## config.mk

```make
export PLATFORM = sky130hd
export DESIGN_NAME = erpm_telemetry_decoder_flat
export DESIGN_NICKNAME = d
export VERILOG_FILES = /design/src/rtl/core/erpm_td_pkg.sv /design/src/rtl/core/erpm_td_if.sv /design/src/rtl/core/erpm_td_divider.sv /design/src/rtl/core/erpm_telemetry_decoder.sv /design/src/flat_wrapper.sv
export VERILOG_INCLUDE_DIRS = /design/src /design/src/rtl/core
export SDC_FILE = /design/constraint.sdc
export NUM_CORES = 1
export LEC_CHECK = 0
export ABC_AREA = 1
export BUFFER_PORTS_ARGS = -buffer_cell sky130_fd_sc_hd__buf_2
export CAP_MARGIN = 30
export CORE_MARGIN = 5
export CORE_UTILIZATION = 45
export CTS_BUF_LIST = sky130_fd_sc_hd__clkbuf_8
export CTS_CLUSTER_DIAMETER = 100
export CTS_CLUSTER_SIZE = 14
export DETAILED_ROUTE_END_ITERATION = 12
export PLACE_DENSITY_LB_ADDON = 0.1
export SLEW_MARGIN = 0
export SYNTH_ARGS = -nofsm -noshare
export SYNTH_HDL_FRONTEND = slang
export SYNTH_SLANG_ARGS = --single-unit
```

## constraint.sdc

```tcl
create_clock -name clock -period 4.6 [get_ports clock]
set_input_delay 0.46 -clock clock [delete_from_list [all_inputs] [get_ports clock]]
set_output_delay 0.46 -clock clock [all_outputs]
set_load 0.02 [all_outputs]
```

## src/rtl/core/erpm_telemetry_decoder_macros.svh

```systemverilog
// assertion macros shared by the decoder rtl
`ifndef ERPM_TELEMETRY_DECODER_MACROS_SVH
`define ERPM_TELEMETRY_DECODER_MACROS_SVH

`ifndef SYNTHESIS
// same-cycle implication
`define ERPM_ASSERT(label, clk, rst, ante, cons) \
   label: assert property (@(posedge clk) disable iff (rst) (ante) |-> (cons)) \
      else $error("erpm telemetry decoder check failed");
// next-cycle implication
`define ERPM_ASSERT_NEXT(label, clk, rst, ante, cons) \
   label: assert property (@(posedge clk) disable iff (rst) (ante) |=> (cons)) \
      else $error("erpm telemetry decoder check failed");
`else
`define ERPM_ASSERT(label, clk, rst, ante, cons)
`define ERPM_ASSERT_NEXT(label, clk, rst, ante, cons)
`endif

`endif

```

## src/rtl/core/erpm_td_pkg.sv

```systemverilog
`timescale 1ns / 1ps

package erpm_td_pkg;

   // field widths
   localparam int MOTOR_W  = 2;
   localparam int WORD_W   = 32;
   localparam int STATUS_W = 3;
   localparam int RPM_W    = 26;
   localparam int COND_W   = 12;
   localparam int MASK_W   = 4;

   localparam int MOTOR_COUNT = 4;

   // frame geometry
   localparam int FRAME_BITS = 21;
   localparam int BC_W       = 5;
   localparam logic [BC_W-1:0] BC_FULL = BC_W'(FRAME_BITS);
   localparam logic [BC_W-1:0] BC_OVER = BC_W'(FRAME_BITS + 1);
   // raw inverted countdown above which the duration exceeds a frame
   localparam logic [6:0] DUR_RAW_LIMIT = 7'(4 * FRAME_BITS);

   // result status codes
   localparam logic [STATUS_W-1:0] STATUS_OK          = 3'd0;
   localparam logic [STATUS_W-1:0] STATUS_STOPPED     = 3'd1;
   localparam logic [STATUS_W-1:0] STATUS_NO_CAPTURE  = 3'd2;
   localparam logic [STATUS_W-1:0] STATUS_BAD_FRAME   = 3'd3;
   localparam logic [STATUS_W-1:0] STATUS_ZERO_PERIOD = 3'd4;

   // configuration registers
   localparam int CSR_INDEX_W = 4;
   localparam int CSR_DATA_W  = 8;
   localparam logic [CSR_INDEX_W-1:0] CSR_DSHOT_ENABLE = 4'd0;
   localparam logic [CSR_INDEX_W-1:0] CSR_POLE_COUNT   = 4'd1;
   localparam logic [6:0] RESET_POLE_COUNT = 7'd14;

   // rpm arithmetic
   localparam int DIVIDEND_W = 26;
   localparam int DIVISOR_W  = 16;
   localparam int DIV_CNT_W  = $clog2(DIVIDEND_W);
   localparam logic [DIVIDEND_W-1:0] RPM_NUMERATOR = 26'd60000000;
   localparam logic [DIVIDEND_W-1:0] RPM_OFFSET    = 26'd50;
   localparam logic [COND_W-1:0]     COND_STOPPED  = 12'hFFF;
   localparam logic [3:0]            CSUM_GOOD     = 4'hF;

   typedef struct packed {
      logic                  start;
      logic [DIVIDEND_W-1:0] dividend;
      logic [DIVISOR_W-1:0]  divisor;
   } div_req_type;

   typedef struct packed {
      logic                  done;
      logic [DIVIDEND_W-1:0] quotient;
   } div_rsp_type;

   // gcr code to {valid, nibble}
   function automatic logic [4:0] gcr_decode(input logic [4:0] code);
      logic [4:0] entry;
      unique case (code)
         5'd9:    entry = 5'h19;
         5'd10:   entry = 5'h1A;
         5'd11:   entry = 5'h1B;
         5'd13:   entry = 5'h1D;
         5'd14:   entry = 5'h1E;
         5'd15:   entry = 5'h1F;
         5'd18:   entry = 5'h12;
         5'd19:   entry = 5'h13;
         5'd21:   entry = 5'h15;
         5'd22:   entry = 5'h16;
         5'd23:   entry = 5'h17;
         5'd25:   entry = 5'h10;
         5'd26:   entry = 5'h18;
         5'd27:   entry = 5'h11;
         5'd29:   entry = 5'h14;
         5'd30:   entry = 5'h1C;
         default: entry = 5'h00;
      endcase
      return entry;
   endfunction

endpackage

```

## src/rtl/core/erpm_td_if.sv

```systemverilog
`timescale 1ns / 1ps

interface erpm_td_req_if import erpm_td_pkg::*; ();
   logic               valid;
   logic               ready;
   logic [MOTOR_W-1:0] motor;
   logic [WORD_W-1:0]  capture_word;
   logic               first_word;
   logic               last_word;

   modport source (output valid, motor, capture_word, first_word, last_word, input ready);
   modport sink   (input valid, motor, capture_word, first_word, last_word, output ready);
endinterface

interface erpm_td_rsp_if import erpm_td_pkg::*; ();
   logic                valid;
   logic                ready;
   logic [MOTOR_W-1:0]  motor_id;
   logic [STATUS_W-1:0] status;
   logic [RPM_W-1:0]    rpm;
   logic                rpm_written;
   logic [COND_W-1:0]   condensed_value;
   logic [MASK_W-1:0]   fail_mask;

   modport source (output valid, motor_id, status, rpm, rpm_written, condensed_value,
                   fail_mask, input ready);
   modport sink   (input valid, motor_id, status, rpm, rpm_written, condensed_value,
                   fail_mask, output ready);
endinterface

interface erpm_td_csr_if import erpm_td_pkg::*; ();
   logic                   valid;
   logic                   ready;
   logic [CSR_INDEX_W-1:0] index;
   logic [CSR_DATA_W-1:0]  data;

   modport source (output valid, index, data, input ready);
   modport sink   (input valid, index, data, output ready);
endinterface

```

## src/rtl/core/erpm_td_divider.sv

```systemverilog
`timescale 1ns / 1ps

// bit-serial restoring divider, one quotient bit per cycle
module erpm_td_divider import erpm_td_pkg::*; (
   input  logic        clock,
   input  logic        reset,
   input  div_req_type div_req,
   output div_rsp_type div_rsp
);

   logic                  busy_ff, busy_in;
   logic                  done_ff, done_in;
   logic [DIV_CNT_W-1:0]  count_ff, count_in;
   logic [DIVISOR_W-1:0]  rem_ff, rem_in;
   logic [DIVIDEND_W-1:0] quo_ff, quo_in;
   logic [DIVISOR_W-1:0]  divisor_ff, divisor_in;
   logic [DIVISOR_W:0]    trial;
   logic [DIVISOR_W:0]    diff;
   logic                  fits;

   assign trial = {rem_ff, quo_ff[DIVIDEND_W-1]};
   assign diff  = trial - {1'b0, divisor_ff};
   assign fits  = trial >= {1'b0, divisor_ff};

   always_comb begin
      busy_in    = busy_ff;
      done_in    = 1'b0;
      count_in   = count_ff;
      rem_in     = rem_ff;
      quo_in     = quo_ff;
      divisor_in = divisor_ff;
      if (div_req.start) begin
         busy_in    = 1'b1;
         count_in   = DIV_CNT_W'(DIVIDEND_W - 1);
         rem_in     = '0;
         quo_in     = div_req.dividend;
         divisor_in = div_req.divisor;
      end else if (busy_ff) begin
         rem_in   = fits ? diff[DIVISOR_W-1:0] : trial[DIVISOR_W-1:0];
         quo_in   = {quo_ff[DIVIDEND_W-2:0], fits};
         count_in = count_ff - 1'b1;
         if (count_ff == '0) begin
            busy_in = 1'b0;
            done_in = 1'b1;
         end
      end
   end

   always_ff @(posedge clock) begin
      if (reset) begin
         busy_ff  <= 1'b0;
         done_ff  <= 1'b0;
         count_ff <= '0;
      end else begin
         busy_ff  <= busy_in;
         done_ff  <= done_in;
         count_ff <= count_in;
      end
      rem_ff     <= rem_in;
      quo_ff     <= quo_in;
      divisor_ff <= divisor_in;
   end

   assign div_rsp.done     = done_ff;
   assign div_rsp.quotient = quo_ff;

endmodule

```

## src/rtl/core/erpm_telemetry_decoder.sv

```systemverilog
`timescale 1ns / 1ps
// bidirectional dshot erpm telemetry decoder, one shared decoder for all motors
// req_bus: one transaction per captured edge word (motor, capture_word, first and
//   last word flags); first_word starts a frame, last_word triggers decode
// rsp_bus: one transaction per frame, on last_word only: motor_id, status, rpm,
//   rpm_written, condensed_value and the per-motor fail_mask after the frame
// csr_bus: register 0 dshot_enable, register 1 pole_count; always ready
// a data word shifts its duration (0..21 bits) in, one bit per cycle, in the bit shifter
// a last word then adds the decode: its own bit shifting, ones padding to the full
//   frame, four gcr digits, a check, two serial divisions of 26 quotient bits
//   and the output register; failed and stopped frames skip the divides
// req_bus.ready is high only while no word is in progress
// the result sits in an output register; a stalled receiver holds it while the
//   next frame's words are taken, and only a second finished result waits
// reset (synchronous, active high) clears frame state, fail bits and rsp valid;
//   registers return to enabled with 14 poles
`include "erpm_telemetry_decoder_macros.svh"

module erpm_telemetry_decoder import erpm_td_pkg::*; #(
   parameter int WORDS_PER_FRAME = 32
) (
   input logic clock,
   input logic reset,
   erpm_td_req_if.sink   req_bus,
   erpm_td_rsp_if.source rsp_bus,
   erpm_td_csr_if.sink   csr_bus
);

   localparam int WIDX_W = $clog2(WORDS_PER_FRAME);
   localparam logic [WIDX_W-1:0] WIDX_LAST = WIDX_W'(WORDS_PER_FRAME - 1);

   // sequencer states
   localparam logic [2:0] ST_IDLE  = 3'd0;
   localparam logic [2:0] ST_SHIFT = 3'd1;
   localparam logic [2:0] ST_PAD   = 3'd2;
   localparam logic [2:0] ST_GCR   = 3'd3;
   localparam logic [2:0] ST_CHECK = 3'd4;
   localparam logic [2:0] ST_DIV1  = 3'd5;
   localparam logic [2:0] ST_DIV2  = 3'd6;
   localparam logic [2:0] ST_OUT   = 3'd7;

   logic [2:0]            state_ff, state_in;
   // frame state
   logic [FRAME_BITS-1:0] shift_ff, shift_in;
   logic [BC_W-1:0]       bit_count_ff, bit_count_in;
   logic                  ended_ff, ended_in;
   logic                  capture_ff, capture_in;
   logic [WIDX_W-1:0]     widx_ff, widx_in;
   logic                  last_ff, last_in;
   logic [MOTOR_W-1:0]    motor_ff, motor_in;
   logic                  level_ff, level_in;
   logic [BC_W-1:0]       dur_ff, dur_in;
   // gcr decode
   logic [1:0]            digit_ff, digit_in;
   logic [15:0]           nib_ff, nib_in;
   logic [3:0]            csum_ff, csum_in;
   logic                  bad_ff, bad_in;
   // staged result
   logic [STATUS_W-1:0]   res_status_ff, res_status_in;
   logic [RPM_W-1:0]      res_rpm_ff, res_rpm_in;
   logic                  res_written_ff, res_written_in;
   logic [COND_W-1:0]     res_cond_ff, res_cond_in;
   logic [MASK_W-1:0]     fail_ff, fail_in;
   // registers
   logic                  enable_ff, enable_in;
   logic [6:0]            pole_ff, pole_in;
   // output register
   logic                  rsp_valid_ff, rsp_valid_in;
   logic [MOTOR_W-1:0]    rsp_motor_ff, rsp_motor_in;
   logic [STATUS_W-1:0]   rsp_status_ff, rsp_status_in;
   logic [RPM_W-1:0]      rsp_rpm_ff, rsp_rpm_in;
   logic                  rsp_written_ff, rsp_written_in;
   logic [COND_W-1:0]     rsp_cond_ff, rsp_cond_in;
   logic [MASK_W-1:0]     rsp_fail_ff, rsp_fail_in;

   div_req_type           div_req;
   div_rsp_type           div_rsp;

   logic                  req_accept;
   logic                  motor_ok;
   logic [6:0]            raw_low;
   logic                  too_long;
   logic [7:0]            raw_sum;
   logic [BC_W-1:0]       word_dur;
   logic [4:0]            gcr_code;
   logic [4:0]            gcr_entry;
   logic [COND_W-1:0]     cond;
   logic [5:0]            half_poles;
   logic [MASK_W-1:0]     motor_bit;
   logic                  out_load;

   erpm_td_divider u_divider (
      .clock   (clock),
      .reset   (reset),
      .div_req (div_req),
      .div_rsp (div_rsp)
   );

   assign req_bus.ready = (state_ff == ST_IDLE);
   assign req_accept    = req_bus.valid && req_bus.ready;
   assign motor_ok      = int'(req_bus.motor) < MOTOR_COUNT;

   // duration = (inverted countdown + 3) / 4, only the low bits matter below the limit
   assign raw_low  = ~req_bus.capture_word[6:0];
   assign too_long = (|(~req_bus.capture_word[30:7])) || (raw_low > DUR_RAW_LIMIT);
   assign raw_sum  = {1'b0, raw_low} + 8'd3;
   assign word_dur = raw_sum[6:2];

   // transition decode of the low digit, one 5-bit code a cycle
   assign gcr_code  = shift_ff[4:0] ^ shift_ff[5:1];
   assign gcr_entry = gcr_decode(gcr_code);

   assign cond       = nib_ff[15:4];
   assign half_poles = (pole_ff[6:1] == '0) ? 6'd1 : pole_ff[6:1];
   assign motor_bit  = MASK_W'(1) << motor_ff;
   assign out_load   = (state_ff == ST_OUT) && (!rsp_valid_ff || rsp_bus.ready);

   assign csr_bus.ready = 1'b1;

   always_comb begin
      state_in       = state_ff;
      shift_in       = shift_ff;
      bit_count_in   = bit_count_ff;
      ended_in       = ended_ff;
      capture_in     = capture_ff;
      widx_in        = widx_ff;
      last_in        = last_ff;
      motor_in       = motor_ff;
      level_in       = level_ff;
      dur_in         = dur_ff;
      digit_in       = digit_ff;
      nib_in         = nib_ff;
      csum_in        = csum_ff;
      bad_in         = bad_ff;
      res_status_in  = res_status_ff;
      res_rpm_in     = res_rpm_ff;
      res_written_in = res_written_ff;
      res_cond_in    = res_cond_ff;
      fail_in        = fail_ff;
      enable_in      = enable_ff;
      pole_in        = pole_ff;
      rsp_valid_in   = rsp_valid_ff;
      rsp_motor_in   = rsp_motor_ff;
      rsp_status_in  = rsp_status_ff;
      rsp_rpm_in     = rsp_rpm_ff;
      rsp_written_in = rsp_written_ff;
      rsp_cond_in    = rsp_cond_ff;
      rsp_fail_in    = rsp_fail_ff;
      div_req.start    = 1'b0;
      div_req.dividend = RPM_NUMERATOR;
      div_req.divisor  = DIVISOR_W'({7'd0, cond[8:0]}) << cond[11:9];

      // register writes
      if (csr_bus.valid) begin
         unique case (csr_bus.index)
            CSR_DSHOT_ENABLE: enable_in = csr_bus.data[0];
            CSR_POLE_COUNT:   pole_in   = csr_bus.data[6:0];
            default:          ;
         endcase
      end

      // result leaves when taken
      if (rsp_valid_ff && rsp_bus.ready) begin
         rsp_valid_in = 1'b0;
      end

      unique case (state_ff)
         ST_IDLE: begin
            if (req_accept && enable_ff && motor_ok) begin
               motor_in = req_bus.motor;
               last_in  = req_bus.last_word;
               if (req_bus.first_word) begin
                  // start of frame, word 0 only flags the capture
                  shift_in     = '0;
                  bit_count_in = '0;
                  ended_in     = 1'b0;
                  capture_in   = |req_bus.capture_word;
                  widx_in      = '0;
                  if (req_bus.last_word) begin
                     state_in = ST_PAD;
                  end
               end else begin
                  if (widx_ff != WIDX_LAST) begin
                     widx_in = widx_ff + 1'b1;
                     if (!ended_ff) begin
                        if (too_long) begin
                           ended_in = 1'b1;
                        end else if (word_dur != '0) begin
                           dur_in   = word_dur;
                           level_in = ~req_bus.capture_word[WORD_W-1];
                           state_in = ST_SHIFT;
                        end
                     end
                  end
                  if (req_bus.last_word && state_in != ST_SHIFT) begin
                     state_in = ST_PAD;
                  end
               end
            end
         end

         ST_SHIFT: begin
            // one level bit a cycle, count saturates one past a frame
            shift_in = {shift_ff[FRAME_BITS-2:0], level_ff};
            if (bit_count_ff != BC_OVER) begin
               bit_count_in = bit_count_ff + 1'b1;
            end
            dur_in = dur_ff - 1'b1;
            if (dur_ff == BC_W'(1)) begin
               state_in = last_ff ? ST_PAD : ST_IDLE;
            end
         end

         ST_PAD: begin
            res_rpm_in     = '0;
            res_written_in = 1'b0;
            res_cond_in    = '0;
            if (!capture_ff) begin
               res_status_in = STATUS_NO_CAPTURE;
               state_in      = ST_OUT;
            end else if (bit_count_ff == BC_OVER) begin
               res_status_in = STATUS_BAD_FRAME;
               state_in      = ST_OUT;
            end else if (bit_count_ff != BC_FULL) begin
               // pad the frame with ones
               shift_in     = {shift_ff[FRAME_BITS-2:0], 1'b1};
               bit_count_in = bit_count_ff + 1'b1;
            end else begin
               digit_in = '0;
               csum_in  = '0;
               bad_in   = 1'b0;
               state_in = ST_GCR;
            end
         end

         ST_GCR: begin
            if (!gcr_entry[4]) begin
               bad_in = 1'b1;
            end
            nib_in   = {gcr_entry[3:0], nib_ff[15:4]};
            csum_in  = csum_ff ^ gcr_entry[3:0];
            shift_in = shift_ff >> 5;
            digit_in = digit_ff + 1'b1;
            if (digit_ff == 2'd3) begin
               state_in = ST_CHECK;
            end
         end

         ST_CHECK: begin
            res_cond_in = cond;
            if (bad_ff || csum_ff != CSUM_GOOD) begin
               res_status_in = STATUS_BAD_FRAME;
               res_cond_in   = '0;
               state_in      = ST_OUT;
            end else if (cond == COND_STOPPED) begin
               res_status_in  = STATUS_STOPPED;
               res_written_in = 1'b1;
               state_in       = ST_OUT;
            end else if (cond[8:0] == '0) begin
               res_status_in = STATUS_ZERO_PERIOD;
               state_in      = ST_OUT;
            end else begin
               // 60e6 / period first, the +50 is exact after division
               div_req.start = 1'b1;
               state_in      = ST_DIV1;
            end
         end

         ST_DIV1: begin
            if (div_rsp.done) begin
               div_req.start    = 1'b1;
               div_req.dividend = div_rsp.quotient + RPM_OFFSET;
               div_req.divisor  = DIVISOR_W'(half_poles);
               state_in         = ST_DIV2;
            end
         end

         ST_DIV2: begin
            if (div_rsp.done) begin
               res_status_in  = STATUS_OK;
               res_rpm_in     = div_rsp.quotient;
               res_written_in = 1'b1;
               state_in       = ST_OUT;
            end
         end

         ST_OUT: begin
            if (out_load) begin
               // fail bit: cleared on a good rpm, kept when stopped, set otherwise
               if (res_status_ff == STATUS_OK) begin
                  fail_in = fail_ff & ~motor_bit;
               end else if (res_status_ff != STATUS_STOPPED) begin
                  fail_in = fail_ff | motor_bit;
               end
               rsp_valid_in   = 1'b1;
               rsp_motor_in   = motor_ff;
               rsp_status_in  = res_status_ff;
               rsp_rpm_in     = res_rpm_ff;
               rsp_written_in = res_written_ff;
               rsp_cond_in    = res_cond_ff;
               rsp_fail_in    = fail_in;
               // frame done, back to no capture
               shift_in     = '0;
               bit_count_in = '0;
               ended_in     = 1'b0;
               capture_in   = 1'b0;
               widx_in      = '0;
               state_in     = ST_IDLE;
            end
         end

         default: state_in = ST_IDLE;
      endcase
   end

   always_ff @(posedge clock) begin
      if (reset) begin
         state_ff     <= ST_IDLE;
         shift_ff     <= '0;
         bit_count_ff <= '0;
         ended_ff     <= 1'b0;
         capture_ff   <= 1'b0;
         widx_ff      <= '0;
         fail_ff      <= '0;
         enable_ff    <= 1'b1;
         pole_ff      <= RESET_POLE_COUNT;
         rsp_valid_ff <= 1'b0;
      end else begin
         state_ff     <= state_in;
         shift_ff     <= shift_in;
         bit_count_ff <= bit_count_in;
         ended_ff     <= ended_in;
         capture_ff   <= capture_in;
         widx_ff      <= widx_in;
         fail_ff      <= fail_in;
         enable_ff    <= enable_in;
         pole_ff      <= pole_in;
         rsp_valid_ff <= rsp_valid_in;
      end
      last_ff        <= last_in;
      motor_ff       <= motor_in;
      level_ff       <= level_in;
      dur_ff         <= dur_in;
      digit_ff       <= digit_in;
      nib_ff         <= nib_in;
      csum_ff        <= csum_in;
      bad_ff         <= bad_in;
      res_status_ff  <= res_status_in;
      res_rpm_ff     <= res_rpm_in;
      res_written_ff <= res_written_in;
      res_cond_ff    <= res_cond_in;
      rsp_motor_ff   <= rsp_motor_in;
      rsp_status_ff  <= rsp_status_in;
      rsp_rpm_ff     <= rsp_rpm_in;
      rsp_written_ff <= rsp_written_in;
      rsp_cond_ff    <= rsp_cond_in;
      rsp_fail_ff    <= rsp_fail_in;
   end

   assign rsp_bus.valid           = rsp_valid_ff;
   assign rsp_bus.motor_id        = rsp_motor_ff;
   assign rsp_bus.status          = rsp_status_ff;
   assign rsp_bus.rpm             = rsp_rpm_ff;
   assign rsp_bus.rpm_written     = rsp_written_ff;
   assign rsp_bus.condensed_value = rsp_cond_ff;
   assign rsp_bus.fail_mask       = rsp_fail_ff;

   // gcr digits only run on a frame padded to full length
   `ERPM_ASSERT(a_gcr_frame_full, clock, reset, state_ff == ST_GCR, bit_count_ff == BC_FULL)
   // the divides only run for frames that had a capture
   `ERPM_ASSERT(a_div_capture, clock, reset, state_ff == ST_DIV1 || state_ff == ST_DIV2,
                capture_ff)
   // divider finishes only while the sequencer waits for it
   `ERPM_ASSERT(a_done_in_div, clock, reset, div_rsp.done, state_ff == ST_DIV1 || state_ff == ST_DIV2)
   // a nonzero rpm only comes with a good, written result
   `ERPM_ASSERT(a_rpm_only_ok, clock, reset, rsp_valid_ff && rsp_rpm_ff != '0,
                rsp_status_ff == STATUS_OK && rsp_written_ff)
   // loading the output register ends the frame
   `ERPM_ASSERT_NEXT(a_out_to_idle, clock, reset, out_load, state_ff == ST_IDLE && rsp_valid_ff)

endmodule

```

## src/flat_wrapper.sv

```systemverilog
// flat-port wrapper written by rule: the top's interface ports become plain ports
module erpm_telemetry_decoder_flat import erpm_td_pkg::*;
#(
   parameter int WORDS_PER_FRAME = 32
)
  (clock, reset, req_bus_valid, req_bus_motor, req_bus_capture_word, req_bus_first_word, req_bus_last_word, req_bus_ready, rsp_bus_valid, rsp_bus_motor_id, rsp_bus_status, rsp_bus_rpm, rsp_bus_rpm_written, rsp_bus_condensed_value, rsp_bus_fail_mask, rsp_bus_ready, csr_bus_valid, csr_bus_index, csr_bus_data, csr_bus_ready);
  erpm_td_req_if req_bus_i ();
  erpm_td_rsp_if rsp_bus_i ();
  erpm_td_csr_if csr_bus_i ();
  input logic clock;
  input logic reset;
  input wire logic [$bits(req_bus_i.valid)-1:0] req_bus_valid;
  input wire logic [$bits(req_bus_i.motor)-1:0] req_bus_motor;
  input wire logic [$bits(req_bus_i.capture_word)-1:0] req_bus_capture_word;
  input wire logic [$bits(req_bus_i.first_word)-1:0] req_bus_first_word;
  input wire logic [$bits(req_bus_i.last_word)-1:0] req_bus_last_word;
  output wire logic [$bits(req_bus_i.ready)-1:0] req_bus_ready;
  output wire logic [$bits(rsp_bus_i.valid)-1:0] rsp_bus_valid;
  output wire logic [$bits(rsp_bus_i.motor_id)-1:0] rsp_bus_motor_id;
  output wire logic [$bits(rsp_bus_i.status)-1:0] rsp_bus_status;
  output wire logic [$bits(rsp_bus_i.rpm)-1:0] rsp_bus_rpm;
  output wire logic [$bits(rsp_bus_i.rpm_written)-1:0] rsp_bus_rpm_written;
  output wire logic [$bits(rsp_bus_i.condensed_value)-1:0] rsp_bus_condensed_value;
  output wire logic [$bits(rsp_bus_i.fail_mask)-1:0] rsp_bus_fail_mask;
  input wire logic [$bits(rsp_bus_i.ready)-1:0] rsp_bus_ready;
  input wire logic [$bits(csr_bus_i.valid)-1:0] csr_bus_valid;
  input wire logic [$bits(csr_bus_i.index)-1:0] csr_bus_index;
  input wire logic [$bits(csr_bus_i.data)-1:0] csr_bus_data;
  output wire logic [$bits(csr_bus_i.ready)-1:0] csr_bus_ready;
  assign req_bus_i.valid = req_bus_valid;
  assign req_bus_i.motor = req_bus_motor;
  assign req_bus_i.capture_word = req_bus_capture_word;
  assign req_bus_i.first_word = req_bus_first_word;
  assign req_bus_i.last_word = req_bus_last_word;
  assign req_bus_ready = req_bus_i.ready;
  assign rsp_bus_valid = rsp_bus_i.valid;
  assign rsp_bus_motor_id = rsp_bus_i.motor_id;
  assign rsp_bus_status = rsp_bus_i.status;
  assign rsp_bus_rpm = rsp_bus_i.rpm;
  assign rsp_bus_rpm_written = rsp_bus_i.rpm_written;
  assign rsp_bus_condensed_value = rsp_bus_i.condensed_value;
  assign rsp_bus_fail_mask = rsp_bus_i.fail_mask;
  assign rsp_bus_i.ready = rsp_bus_ready;
  assign csr_bus_i.valid = csr_bus_valid;
  assign csr_bus_i.index = csr_bus_index;
  assign csr_bus_i.data = csr_bus_data;
  assign csr_bus_ready = csr_bus_i.ready;
  erpm_telemetry_decoder #(.WORDS_PER_FRAME(WORDS_PER_FRAME)) u_core (.clock(clock), .reset(reset), .req_bus(req_bus_i), .rsp_bus(rsp_bus_i), .csr_bus(csr_bus_i));
endmodule
```

# Word-level counts from Yosys, hierarchy flattened
# Memories as Yosys holds them, arrays and structs flattened.
# Cells that the tools add are included.
word_totals:
  ff_bits: 236
  latchBits: 0
  ram_bits: 0
  mem_bits_ro: 160
  input_bits: 53
  wordCells: 257
  memories: 1
op_classes:
  addsub: 8
  mul: 0
  n_div: 0
  magnitude_cmp: 2
  eq_ne: 43
  n_shift: 2
  mux: 109
  bitwise: 12
  n_reduce_logical: 45
mem_list:
  columns: ["name", "words", "width", "read_ports", "rd_ports_with_merged_regs", "write_ports", "line", "source"]
  rows:
  - ["(name not given)", 32, 5, 1, 0, 0, "erpm_td_pkg.sv:60", "unique case (code)"]
op_table:
  columns: ["op", "count"]
  rows:
  - ["$mux W21", 6]
  - ["$pmux W21 S5", 1]
  - ["$mux W5", 18]
  - ["$mux W26", 3]
  - ["$mux W3", 26]
  - ["$pmux W26 S2", 1]
  - ["$mux W43", 1]
  - ["$mux W42", 1]
  - ["$reduce_or A32 Y1", 1]
  - ["$add A26 B6 Y26 const B", 1]
  - ["$ne A2 B2 Y1 const B", 13]
  - ["$mux W1", 25]
  - ["$not A24 Y24", 1]
  - ["$pmux W12 S2", 1]
  - ["$pmux W3 S8", 1]
  - ["$reduce_or A24 Y1", 1]
  - ["$reduce_and A7 Y1", 3]
  - ["$mux W4", 5]
  - ["$pmux W5 S2", 2]
  - ["$pmux W5 S4", 1]
  - ["$reduce_and A4 Y1", 5]
  - ["$ge A17 B16 Y1", 1]
  - ["$mux W16", 1]
  - ["$reduce_and A8 Y1", 2]
  - ["other kinds (53)", 100]

# Depth between registers and ports, before layout
depth:
  word_depth: 16
  depth_mapped: 14
  mapped_depth_nobuf: 13

# By module
# A second synthesis with hierarchy kept.
unflattened:
  hier_cells: 1396
  area_unflattened_um2: 11898.9
modules_own_cells:
  columns: ["mod", "instances", "cells_each", "area_per_inst_um2", "seq_area_each_um2"]
  rows:
  - ["erpm_telemetry_decoder", 1, 908, 8096.5, 4504.3]
  - ["erpm_td_divider", 1, 488, 3802.4, 1721.7]

# Least setup slack after synthesis
# No wires, ideal clock.
synth_timing:
  path_kind: "reg-to-reg"
  start: "register u_core.state_ff[2]"
  end: "register u_core.fail_ff[3]"
  setup_time_ps: 122
  arrival_ps: 3458
  required_time_ps: 4478
  slack_ps: 1020
  stages_incl_launch_ff: 8
  n_path_buf: 0
  period_less_slack_ps: 3580
  cell_sequence: "dfxtp_1 inv_4 nor2_4 inv_1 nor2_1 inv_1 nor2_1 nor2_1"
synth_between:
  elab_chain_cells: 3
synth_rtl:
  columns: ["item", "line", "source"]
  rows:
  - ["from (decl)", "erpm_telemetry_decoder.sv:42", "logic [2:0] state_ff, state_in;"]
  - ["from (signal assigned)", "erpm_telemetry_decoder.sv:329", "state_ff <= state_in;"]
  - ["$eq A3 B3 Y1 (*)", "erpm_telemetry_decoder.sv:116, erpm_telemetry_decoder.sv:167", null]
  - ["$logic_and A1 B1 Y1", "erpm_telemetry_decoder.sv:116", "assign out_load = (state_ff == ST_OUT) && (!rsp_valid_ff || rsp_bus.ready);"]
  - ["$reduce_and A2 Y1 (no line) (*)", null, null]
  - ["to (signal assigned)", "erpm_telemetry_decoder.sv:335", "fail_ff <= fail_in;"]
  - ["to (decl)", "erpm_telemetry_decoder.sv:63", "logic [MASK_W-1:0] fail_ff, fail_in;"]
# Every way passes the cells marked *; elsewhere a longest branch is shown, timed or not.
# A chain may end at the register's enable or synchronous reset.

# Worst setup path in the final report
layout_timing:
  start: "register u_core.state_ff[0]"
  end: "register u_core.bit_count_ff[1]"
layout_between:
  elab_chain_cells: 5
  word_cells_on_any_way: 17
  cone_classes: "10 x eq/ne; 1 x mux; 6 x reduce/logical"
layout_rtl:
  columns: ["item", "line", "source"]
  rows:
  - ["$logic_not A3 Y1", "erpm_telemetry_decoder.sv:99, erpm_telemetry_decoder.sv:167", null]
  - ["$logic_and A1 B1 Y1", "erpm_telemetry_decoder.sv:100", "assign req_accept = req_bus.valid && req_bus.ready;"]
  - ["$logic_and A1 B1 Y1", "erpm_telemetry_decoder.sv:169", "if (req_accept && enable_ff && motor_ok) begin"]
  - ["$ne A2 B2 Y1 (no line)", null, null]
  - ["$reduce_and A8 Y1 (no line)", null, null]
  - ["to (signal assigned)", "erpm_telemetry_decoder.sv:331", "bit_count_ff <= bit_count_in;"]
  - ["to (decl)", "erpm_telemetry_decoder.sv:45", "logic [BC_W-1:0] bit_count_ff, bit_count_in;"]
# Several ways; a longest one is shown, not always the timed one.

==> results.toml <==
[timing]
finalHoldViolations = 0
fmax_ghz = 0.380
setup_viol = 0
rsz0062_at_grt = "false"
post-route-period-util = 0.573
worst_slack_ns = 1.97
finalCriticalPeriod_ns = 2.63
worst_slew_margin_rel = 0.418
worst_pin_slew_ns = 0.873
slew_viol_final = 0
tns_ns = 0
skew_ns = 0.0183

[power_and_ir_drop]
p_leak_nw = 5.40
switchingPower_mw = 1.72
swShare = 0.337
ir_worst_vdd_mv = 0.264
clock_power_share = 0.215
power_density_nw_per_um2 = 403
internal_power_mw = 3.39
comb_power_share = 0.251
power_frac_seq = 0.534

[die]
initial_utilization = 0.457
coreArea_sq_um = 25200
die_area_sq_um = 28900
die_x_um = 170
die_h_um = 170
num_rows = 58
io_pins = 104

[synth]
ys_seq_area_frac = 0.540
synth_area_sq_um = 11500
synth_top_area_cell = "edfxtp_1"
yosysTopAreaCellShare = 0.417
ys_ff_latch = 231
synth_area_per_cell_sq_um = 8.83
yosysWarnings = 0
yosysUniqueCellTypes = 46
synth.area.top_cells = "edfxtp_1 42%, dfxtp_1 12%, nand2_1 8.5%"
syn_inst = 1305
synth_nets = 1389

[setup_path]
critPathKind = "reg2reg"
arrival_ns = 3.05
end_kind = "register"
cp-start-kind = "register"
worstPathRequired_ns = 5.02
rr_worst_depth = 9
cp-startpoint = "u_core.state_ff[0]"
reg2reg_slack_ns = 1.97
crit_fanout = 22
r2r_start = "u_core.state_ff[0]"

[finish]
nets = 1485
layout_commonest_cell = "nand2_1"
mostFrequentLayoutCells = "261 x nand2_1, 178 x inv_1, 160 x edfxtp_1"
final_util = 0.503
diodes = 0
syn_to_final_growth_pct = 10.0
drive_gt1_frac = 0.126

[clock_network]
cts_hold_buffers = 0
clk_latency_ns = 0.53
cts_tree = "done"
cts.reportedPaths.clkPinSlew_ns = 0.11
htree_levels = 1
clk_path_buf_depth = 3
cts_setup_buffers = 0
numCtsBuffers = 20
cts_sinks = 231
clockRootBuffer = "clkbuf_8"
cts.repair.resized = 0

[routing]
firstDrtPassIters = 5
antenna_left = 0
drcViolationCount = 0
vias_per_cell = 5.05
drtIter0Drc = 510
via_count = 8819
wl_per_cell_um = 14.2
drt_wl_total_um = 24900

[flow_run]
drv.max_cap_violation_count = 0

[place]
dp_slack_ns = 1.96
portBuffers = 101
gp_congestion = 0.894
hpwl_um = 18100

[worst_hold_path]
hp-class = "in2reg"
min_path_cells = 1
hold_start = "req_bus_motor[1]"

[grt]
grt_pass1_vias = 8529
grt_overflow_total = 0
grt_max_degree = 45
antenna_found_initial = 0
grt_pass1_wl_um = 41700
grt.total_usage = 0.172

[outcome]
outcome = "finished clean"
==> flip-flops by register name (all words and copies together), names as in the netlist, 4 cells and up <==
signal / flops
u_core.u_divider.rem_ff: 16
u_core.res_rpm_ff: 26
u_core.dur_ff: 5
u_core.rsp_bus.rpm: 26
u_core.bit_count_ff: 5
u_core.widx_ff: 5
u_core.csum_ff: 4
u_core.pole_ff: 6
u_core.rsp_bus.fail_mask: 4
u_core.u_divider.count_ff: 5
u_core.rsp_bus.condensed_value: 12
u_core.shift_ff: 21
u_core.res_cond_ff: 12
u_core.u_divider.quo_ff: 26
u_core.u_divider.divisor_ff: 16
u_core.fail_ff: 4
u_core.nib_ff: 12
==> cell families after synthesis <==
logic type               synth area share
AND/OR/NAND/NOR                     0.219
other                            0.000326
XOR/XNOR                           0.0175
flip-flops                          0.540
buffers and inverters              0.0754
AO/OA/AOI/OAI                       0.113
adder cells (fa/ha/maj)            0.0343
==> synthesized netlist by cell type, drive strengths merged <==
| master | instances |
|---|---|
| clkbuf | 11 |
| o21a | 3 |
| o31ai | 1 |
| ha | 30 |
| fa | 1 |
| or2 | 2 |
| inv | 175 |
| a211oi | 7 |
| nand2 | 274 |
| a22oi | 3 |
| nor2 | 163 |
| edfxtp | 160 |
| nor3 | 25 |
| dfxtp | 71 |
| a21oi | 78 |
| nand4 | 13 |
| nand3b | 18 |
| a221oi | 1 |
| conb | 1 |
| nor4 | 9 |
| and3 | 1 |
| xnor2 | 11 |
| nand3 | 71 |
| o31a | 1 |
| o211ai | 1 |
| buf | 22 |
| a31oi | 1 |
| clkinv | 1 |
| o22ai | 32 |
| o21ai | 104 |
| xor2 | 12 |
| o32ai | 1 |
| o221ai | 1 |
==> metrics by stage <==
step	total power, mW	hold slack [ns]	std cells	area (sq um)
after global placement	4.04	0.403	1707	12300
final	5.11	0.117	1745	12700
after CTS	5.19	0.0851	1745	12700
after floorplan	3.77	0.400	1305	11500
after global routing	5.47	0.0877	1745	12700
after detailed placement	4.07	0.405	1709	12300
==> critical path: stages, from the launching register on <==
cell and delay (ns):
dfxtp_1 0.57, nand2_2 0.14, inv_1 0.10, nand2_1 0.41
inv_1 0.71, nor2_1 0.13, nand2_2 0.16, inv_2 0.08
o21ai_0 0.15, nor2_1 0.06
==> per-layer routing <==
layer / track usage / wire length (um) / share of wire
met1: 0.238 / 11600 / 0.47
met2: 0.292 / 11800 / 0.47
met3: 0.0239 / 1000 / 0.040
met4: 0.0361 / 449 / 0.018
met5: 0 / 0 / 0
==> final cells by class <==
class                      instances  area, sq um
fill                            2397        12500
sequential                       231         6230
multi-input combinational        865         4440
inverter                         176          668
timing repair buffer             107          578
tap                              330          413
clock buffer                      21          289
clock inverter                    15         61.3
==> power groups by stage <==
stage / combinational [mW] / sequential (mW) / clock, mW
after floorplan: 1.04 / 2.73 / 0
final: 1.28 / 2.73 / 1.10
after global routing: 1.47 / 2.77 / 1.23
after detailed placement: 1.29 / 2.78 / 0
after CTS: 1.30 / 2.73 / 1.16
after global placement: 1.27 / 2.77 / 0
==> worst paths after layout <==
path                            endpoint
hold reg to reg   u_core.rsp_bus.rpm[24]
setup / recovery  u_core.bit_count_ff[1]
setup reg to reg  u_core.bit_count_ff[1]
hold / removal        u_core.motor_ff[1]
No activity file was read; power rests on OpenSTA's default activity.
